### src/rtl/core/mlbe_pkg.sv
// ---------------------------------------------------------------------------
// mlbe_pkg
// shared types, constants and tables for the morse letter blink encoder:
// register indexes and reset values, the letter table and the control store
// ---------------------------------------------------------------------------
package mlbe_pkg;

  localparam int DurW  = 24;
  localparam int CharW = 8;

  typedef logic [DurW-1:0]  dur_t;
  typedef logic [CharW-1:0] char_t;

  // register indexes on the configuration port
  typedef logic [1:0] reg_idx_t;
  localparam reg_idx_t REG_DOT      = 2'd0;
  localparam reg_idx_t REG_DASH     = 2'd1;
  localparam reg_idx_t REG_SYM_GAP  = 2'd2;
  localparam reg_idx_t REG_WORD_GAP = 2'd3;

  localparam dur_t DOT_RESET      = 24'd200000;
  localparam dur_t DASH_RESET     = 24'd400000;
  localparam dur_t SYM_GAP_RESET  = 24'd700000;
  localparam dur_t WORD_GAP_RESET = 24'd3000000;

  localparam char_t CHAR_A     = 8'd65;
  localparam char_t CHAR_Z     = 8'd90;
  localparam char_t CHAR_SPACE = 8'd32;

  // symbol count and dash mask, bit k set means symbol k is a dash
  typedef logic [2:0] sym_cnt_t;
  typedef logic [3:0] sym_pat_t;

  typedef struct packed {
    sym_cnt_t cnt;
    sym_pat_t pat;
  } letter_t;

  function automatic letter_t letter_lookup(input logic [4:0] idx);
    letter_t l;
    case (idx)
      5'd0:  l = '{3'd2, 4'd2};   // a
      5'd1:  l = '{3'd4, 4'd1};   // b
      5'd2:  l = '{3'd4, 4'd5};   // c
      5'd3:  l = '{3'd3, 4'd1};   // d
      5'd4:  l = '{3'd1, 4'd0};   // e
      5'd5:  l = '{3'd4, 4'd4};   // f
      5'd6:  l = '{3'd3, 4'd3};   // g
      5'd7:  l = '{3'd4, 4'd0};   // h
      5'd8:  l = '{3'd2, 4'd0};   // i
      5'd9:  l = '{3'd4, 4'd14};  // j
      5'd10: l = '{3'd3, 4'd5};   // k
      5'd11: l = '{3'd4, 4'd2};   // l
      5'd12: l = '{3'd2, 4'd3};   // m
      5'd13: l = '{3'd2, 4'd1};   // n
      5'd14: l = '{3'd3, 4'd7};   // o
      5'd15: l = '{3'd4, 4'd6};   // p
      5'd16: l = '{3'd4, 4'd11};  // q
      5'd17: l = '{3'd3, 4'd2};   // r
      5'd18: l = '{3'd3, 4'd0};   // s
      5'd19: l = '{3'd1, 4'd1};   // t
      5'd20: l = '{3'd3, 4'd4};   // u
      5'd21: l = '{3'd4, 4'd8};   // v
      5'd22: l = '{3'd3, 4'd6};   // w
      5'd23: l = '{3'd4, 4'd9};   // x
      5'd24: l = '{3'd4, 4'd13};  // y
      5'd25: l = '{3'd4, 4'd3};   // z
      default: l = '{3'd1, 4'd0};
    endcase
    return l;
  endfunction

  // microcode step addresses
  typedef logic [1:0] step_t;
  localparam step_t STEP_IDLE  = 2'd0;
  localparam step_t STEP_LIT   = 2'd1;
  localparam step_t STEP_GAP   = 2'd2;
  localparam step_t STEP_SPACE = 2'd3;

  typedef enum logic [1:0] {
    DUR_SYM  = 2'd0,
    DUR_GAP  = 2'd1,
    DUR_WORD = 2'd2
  } dur_sel_t;

  typedef enum logic [1:0] {
    LAST_NO    = 2'd0,
    LAST_YES   = 2'd1,
    LAST_FINAL = 2'd2
  } last_sel_t;

  typedef enum logic [1:0] {
    COND_SEQ      = 2'd0,
    COND_FINAL    = 2'd1,
    COND_DISPATCH = 2'd2
  } cond_t;

  typedef struct packed {
    logic      ready;    // step may take a new character
    logic      emit;     // a run goes out this cycle
    logic      led;
    dur_sel_t  dur_sel;
    last_sel_t last_sel;
    logic      advance;  // retire one symbol
    cond_t     cond;
    step_t     target;   // taken jump
    step_t     next;     // fall-through
  } ucode_t;

  function automatic ucode_t ucode_rom(input step_t step);
    ucode_t w;
    case (step)
      STEP_IDLE:  w = '{1'b1, 1'b0, 1'b0, DUR_SYM,  LAST_NO,    1'b0,
                        COND_DISPATCH, STEP_LIT, STEP_IDLE};
      STEP_LIT:   w = '{1'b0, 1'b1, 1'b1, DUR_SYM,  LAST_NO,    1'b0,
                        COND_SEQ, STEP_GAP, STEP_GAP};
      STEP_GAP:   w = '{1'b0, 1'b1, 1'b0, DUR_GAP,  LAST_FINAL, 1'b1,
                        COND_FINAL, STEP_IDLE, STEP_LIT};
      STEP_SPACE: w = '{1'b0, 1'b1, 1'b0, DUR_WORD, LAST_YES,   1'b0,
                        COND_SEQ, STEP_IDLE, STEP_IDLE};
      default:    w = '{1'b1, 1'b0, 1'b0, DUR_SYM,  LAST_NO,    1'b0,
                        COND_SEQ, STEP_IDLE, STEP_IDLE};
    endcase
    return w;
  endfunction

endpackage

### src/rtl/core/morse_letter_blink_encoder.sv
// ---------------------------------------------------------------------------
// morse_letter_blink_encoder
// turns one character code into timed led runs in international morse
// ---------------------------------------------------------------------------
// usage:
//   a character word is taken at a rising edge where start is high and busy
//   is low. upper-case a..z gives, per symbol, a lit run (dot or dash ticks)
//   then a dark run (symbol gap ticks); a space gives one dark run of word
//   gap ticks; any other byte is taken and dropped with no runs.
//   each run shows on led_on / duration / last for exactly one cycle with
//   strobe high; last marks the final run of the character. the receiver
//   cannot stall, so runs go out back to back, one per cycle.
// sequencing:
//   the first run appears in the cycle after the accepting edge. a letter
//   keeps busy high while its lit and dark runs go out, a space while its
//   one dark run goes out. a new character is taken only in the idle step;
//   a dropped byte keeps it idle. each busy control step issues one run.
// configuration:
//   cfg_we / cfg_index / cfg_data write the tick registers one at a time,
//   all 24 bits are kept; write them only while busy is low.
// reset:
//   rst (synchronous) returns the sequencer to its idle step and loads the
//   default tick values 200000 / 400000 / 700000 / 3000000.
// ---------------------------------------------------------------------------
module morse_letter_blink_encoder (
  input  logic              clk,
  input  logic              rst,
  input  logic              start,
  input  mlbe_pkg::char_t   char_code,
  output logic              busy,
  output logic              strobe,
  output logic              led_on,
  output mlbe_pkg::dur_t    duration,
  output logic              last,
  input  logic              cfg_we,
  input  mlbe_pkg::reg_idx_t cfg_index,
  input  mlbe_pkg::dur_t    cfg_data
);
  import mlbe_pkg::*;

  // tick registers
  dur_t dot_ticks;
  dur_t dash_ticks;
  dur_t sym_gap_ticks;
  dur_t word_gap_ticks;

  // sequencer and symbol datapath
  step_t    step;
  step_t    step_next;
  sym_cnt_t sym_left;
  sym_cnt_t sym_left_next;
  sym_pat_t sym_pat;
  sym_pat_t sym_pat_next;

  ucode_t  uw;
  logic    accept;
  logic    is_letter;
  logic    is_space;
  logic    final_sym;
  letter_t letter;
  char_t   letter_off;

  assign uw = ucode_rom(step);

  assign accept     = start && uw.ready;
  assign is_letter  = (char_code >= CHAR_A) && (char_code <= CHAR_Z);
  assign is_space   = (char_code == CHAR_SPACE);
  assign letter_off = char_code - CHAR_A;
  assign letter     = letter_lookup(letter_off[4:0]);
  assign final_sym  = (sym_left == 3'd1);

  // result word, straight from the control word, symbol and tick registers
  assign busy   = !uw.ready;
  assign strobe = uw.emit;
  assign led_on = uw.led;

  always_comb begin
    case (uw.dur_sel)
      DUR_SYM:  duration = sym_pat[0] ? dash_ticks : dot_ticks;
      DUR_GAP:  duration = sym_gap_ticks;
      DUR_WORD: duration = word_gap_ticks;
      default:  duration = sym_gap_ticks;
    endcase
  end

  always_comb begin
    case (uw.last_sel)
      LAST_NO:    last = 1'b0;
      LAST_YES:   last = 1'b1;
      LAST_FINAL: last = final_sym;
      default:    last = 1'b0;
    endcase
  end

  // next step: sequential, jump on final symbol, or dispatch on a new word
  always_comb begin
    case (uw.cond)
      COND_SEQ:   step_next = uw.next;
      COND_FINAL: step_next = final_sym ? uw.target : uw.next;
      COND_DISPATCH: begin
        if (accept && is_letter) begin
          step_next = uw.target;
        end else if (accept && is_space) begin
          step_next = STEP_SPACE;
        end else begin
          step_next = uw.next;
        end
      end
      default:    step_next = STEP_IDLE;
    endcase
  end

  // symbol count and dash mask: load on a letter, shift out per gap run
  always_comb begin
    sym_left_next = sym_left;
    sym_pat_next  = sym_pat;
    if (accept && is_letter) begin
      sym_left_next = letter.cnt;
      sym_pat_next  = letter.pat;
    end else if (uw.advance) begin
      sym_left_next = sym_left - 3'd1;
      sym_pat_next  = {1'b0, sym_pat[3:1]};
    end
  end

  always_ff @(posedge clk) begin
    if (rst) begin
      step <= STEP_IDLE;
    end else begin
      step <= step_next;
    end
  end

  always_ff @(posedge clk) begin
    sym_left <= sym_left_next;
    sym_pat  <= sym_pat_next;
  end

  // configuration writes
  always_ff @(posedge clk) begin
    if (rst) begin
      dot_ticks      <= DOT_RESET;
      dash_ticks     <= DASH_RESET;
      sym_gap_ticks  <= SYM_GAP_RESET;
      word_gap_ticks <= WORD_GAP_RESET;
    end else if (cfg_we) begin
      case (cfg_index)
        REG_DOT:      dot_ticks      <= cfg_data;
        REG_DASH:     dash_ticks     <= cfg_data;
        REG_SYM_GAP:  sym_gap_ticks  <= cfg_data;
        REG_WORD_GAP: word_gap_ticks <= cfg_data;
        default:      ;
      endcase
    end
  end

endmodule

### config.mk
export PLATFORM = sky130hd
export DESIGN_NAME = morse_letter_blink_encoder
export DESIGN_NICKNAME = d
export VERILOG_FILES = /design/src/rtl/core/mlbe_pkg.sv /design/src/rtl/core/morse_letter_blink_encoder.sv
export SDC_FILE = /design/constraint.sdc
export NUM_CORES = 1
export LEC_CHECK = 0
export ABC_CLOCK_PERIOD_IN_PS = 3200
export CORE_UTILIZATION = 55
export DETAILED_ROUTE_END_ITERATION = 7
export DONT_BUFFER_PORTS = 1
export PLACE_DENSITY = 0.72
export SYNTH_ARGS = -nofsm -noshare
export SYNTH_HDL_FRONTEND = slang
export SYNTH_SLANG_ARGS = --single-unit
export TNS_END_PERCENT = 30
### constraint.sdc
create_clock -name clk -period 3.2 [get_ports clk]
set_input_delay 0.48 -clock clk [delete_from_list [all_inputs] [get_ports clk]]
set_output_delay 0.48 -clock clk [all_outputs]
set_load 0.05 [all_outputs]
==> flow_summary_export.csv <==
group,metric,value,unit
synthesis,yosys.area_share.simple,0.2830,
timing,post-route-period-util,0.7273,
placement,gp_congestion,0.8971,
die,initial_utilization,0.5630,
die,fp.dieH,101.8,um
clock_tree,worstSkewPairLatency,0.37,ns
clock_tree,path_clk_slew,0.10,ns
clock_tree,h-tree-depth,3,
layout,nets,741,
pwr,power.leakage,2.167,nW
drt,dr.pass1.iters,5,
status,status,"finished clean",
synthesis,synth_compound_area_frac,0.1814,
clock_tree,hold_buffers,0,
synthesis,synth_top_family_by_area,"simple AND/OR/NAND/NOR gates",
synthesis,synth_edf_count,7,
synthesis,syn_nets,755,
die,num_rows,36,
synthesis,synth.most_common_cell,"nand2_1",
layout,fin_cells,832,
pwr,p_per_area,444.5,nW/um2
synthesis,synthAdderAreaFrac,0.02238,
synthesis,postSynthAreaPerCell,7.737,um2
synthesis,synth_warnings,0,
global_route,grt_max_degree,99,
synthesis,synthDistinctLibCells,60,
synthesis,synth_top_area_frac,0.3582,
drt,post_drt_wl_per_cell,15.93,um
timing,hold_violations,0,
timing,clock_skew,0.002274,ns
timing,setup_tns,0,ns
synthesis,ys_async_sr_fraction,0,
global_route,grt_usage,0.2620,
synthesis,synth.yosys.seq_area_share,0.3965,
layout,n_antenna_cell,0,
timing,relSlewSlack,0.3610,
die,die_x,101.8,um
global_route,antenna_found_initial,0,
synthesis,synth.area.top_cells,"dfxtp_1 (36%), nand2_1 (14%), a21oi_1 (9.0%), mux2i_1 (4.8%), nand3b_1 (4.4%)",
synthesis,netlist_instances,708,
global_route,grt_pass1_vias,4290,
global_route,grt-ovfl-total,0,
pwr,p_total,2.611,mW
flow_run,drv_cap,0,
timing,fmax,0.4297,GHz
worst_setup_path,cp_max_fo,21,
timing,rsz0062_at_grt,"no",
pwr,worst_ir_drop_vdd,0.0002872,V
clock_tree,clock_path_buffers,2,
placement,post-place-cells,816,
synthesis,synth_area,5478,um2
global_route,grt_pass1_wl,21110,um
synthesis,synth-xor-area-share,0.01439,
synthesis,synth_seq_cells,105,
layout,drive_gt1_frac,0.1030,
synthesis,synth_common_cells,"nand2_1 (206), a21oi_1 (99), dfxtp_1 (98), clkbuf_1 (50), nand3b_1 (32)",
drt,postRouteAntennaNets,0,
worst_setup_path,setup.worst_path.start_class,"input pin",
timing,setup_slack,0.8726,ns
worst_hold_path,min_path_type,"input pin to flip-flop",
die,die_area,10360,um2
synthesis,synth_mux_area_frac,0.04751,
die,coreArea,9729,um2
placement,io_buffers,0,
drt,vias,4761,
clock_tree,cts_resized,0,
timing,slew_violations,0,
clock_tree,cts.sinks,105,
timing,setup_violations,0,
worst_setup_path,required,3.20,ns
drt,post_drt_via_cell_ratio,5.722,
clock_tree,cts.repair_timing.setup_buffer_count,0,
die,ios,66,
drt,finalWirelength,13260,um
worst_setup_path,critPathArrivalTime,2.33,ns
drt,drt_iter0_markers,284,
clock_tree,cts_buffers,9,
layout,nFillCells,894,
timing,fin_crit,2.327,ns
drt,drc,0,
placement,pre_cts_ws,0.4850,ns
synthesis,yosys.area.top_type,"dfxtp_1",
worst_setup_path,critPathCaptureType,"flip-flop",
worst_setup_path,worstSetupPathType,"input pin to flip-flop",
clock_tree,root_buffer,"clkbuf_8",
layout,final_util,0.6037,
placement,dp_hpwl,8165,um
synthesis,ys.flop_type,"dfxtp_1",
layout,syn2layout_area_growth,7.218,%
timing,tightest_slew,0.9485,ns
clock_tree,cts_tree,"done",
==> routing by layer <==
layer	wire, um	vias to the layer above	GRT usage	part of all wire
li1	-	2376	-	-
met1	5684	2238	0.3356	0.43
met2	6463	137	0.4459	0.49
met3	1004	10	0.06073	0.076
met4	102	0	0.06243	0.0077
met5	0	-	0	0
==> sequential cells by signal, summed over array words and instances, names as in the netlist <==
name            flops
sym_pat             4
dash_ticks         24
sym_left            3
sym_gap_ticks      24
dot_ticks          24
step                2
word_gap_ticks     24
==> path summary, 6_finish.rpt <==
path                 startpoint                  to  slack [ns]  cells past startpoint
hold reg to reg   dot_ticks[12]       dot_ticks[12]        0.45                      2
hold / removal              rst  word_gap_ticks[22]        0.16                      1
setup / recovery   char_code[0]         sym_left[0]        0.87                      6
setup reg to reg        step[0]         sym_left[0]        1.00                      4
==> critical path, stage by stage <==
cell     delay (ns)
inv_1          0.15
ha_1           0.19
or4b_4         0.47
or4_4          0.45
nand3_4        0.19
o21ai_0        0.39
==> cell type report <==
class / count / area, um2 / area share
clock buffer: 10 / 137.6 / 0.02343
clock inverter: 6 / 73.82 / 0.01257
inverter: 8 / 30.03 / 0.005113
multi-input combinational: 533 / 3013 / 0.5130
sequential: 105 / 2175 / 0.3703
tap: 133 / 166.4 / 0.02833
timing repair buffer: 37 / 277.8 / 0.04729
==> logic make-up (layout without fill, tap and decap cells) <==
family | Yosys count | count (layout)
and+or+nand+nor | 322 | 322
AOI/OAI and AO/OA | 166 | 166
DFF | 105 | 105
buffers and inverters | 70 | 61
muxes | 26 | 26
adders and majority gates | 10 | 10
xor gates and xnor gates | 9 | 9
==> power breakdown <==
group,switching (mW),internal [mW]
registers,0.0230,1.37
clock network,0.464,0.392
logic,0.224,0.137
==> cells in the final DEF, fill, tap and decap left out, types with 3 or more instances in the layout <==
| cell | synthesis | routed |
|---|---|---|
| edfxtp_1 | 7 | 7 |
| nand2b_1 | 7 | 7 |
| a211oi_1 | 28 | 28 |
| inv_1 | 8 | 8 |
| buf_4 | 2 | 37 |
| ha_1 | 9 | 9 |
| mux2i_1 | 26 | 26 |
| clkbuf_8 | 0 | 10 |
| xnor2_1 | 6 | 6 |
| and3_1 | 3 | 3 |
| nand3b_1 | 32 | 32 |
| nand2_1 | 206 | 206 |
| nand3_1 | 5 | 5 |
| nor2_1 | 13 | 12 |
| nor2b_1 | 29 | 29 |
| and2_1 | 3 | 3 |
| dfxtp_1 | 98 | 96 |
| nor3_1 | 3 | 3 |
| o21ai_0 | 16 | 16 |
| a21oi_1 | 99 | 99 |
| xor2_1 | 3 | 3 |
==> per-stage QoR <==
| stage | instance area, um2 | hold WS, ns |
|---|---|---|
| 3_3_place_gp | 5662 | 0.4310 |
| 4_1_cts | 5873 | 0.1507 |
| 5_1_grt | 5873 | 0.1388 |
| 2_1_floorplan | 5478 | 0.4318 |
| 3_5_place_dp | 5662 | 0.4362 |
| 6_report | 5873 | 0.1614 |
No activity file was read; power rests on OpenSTA's default activity.
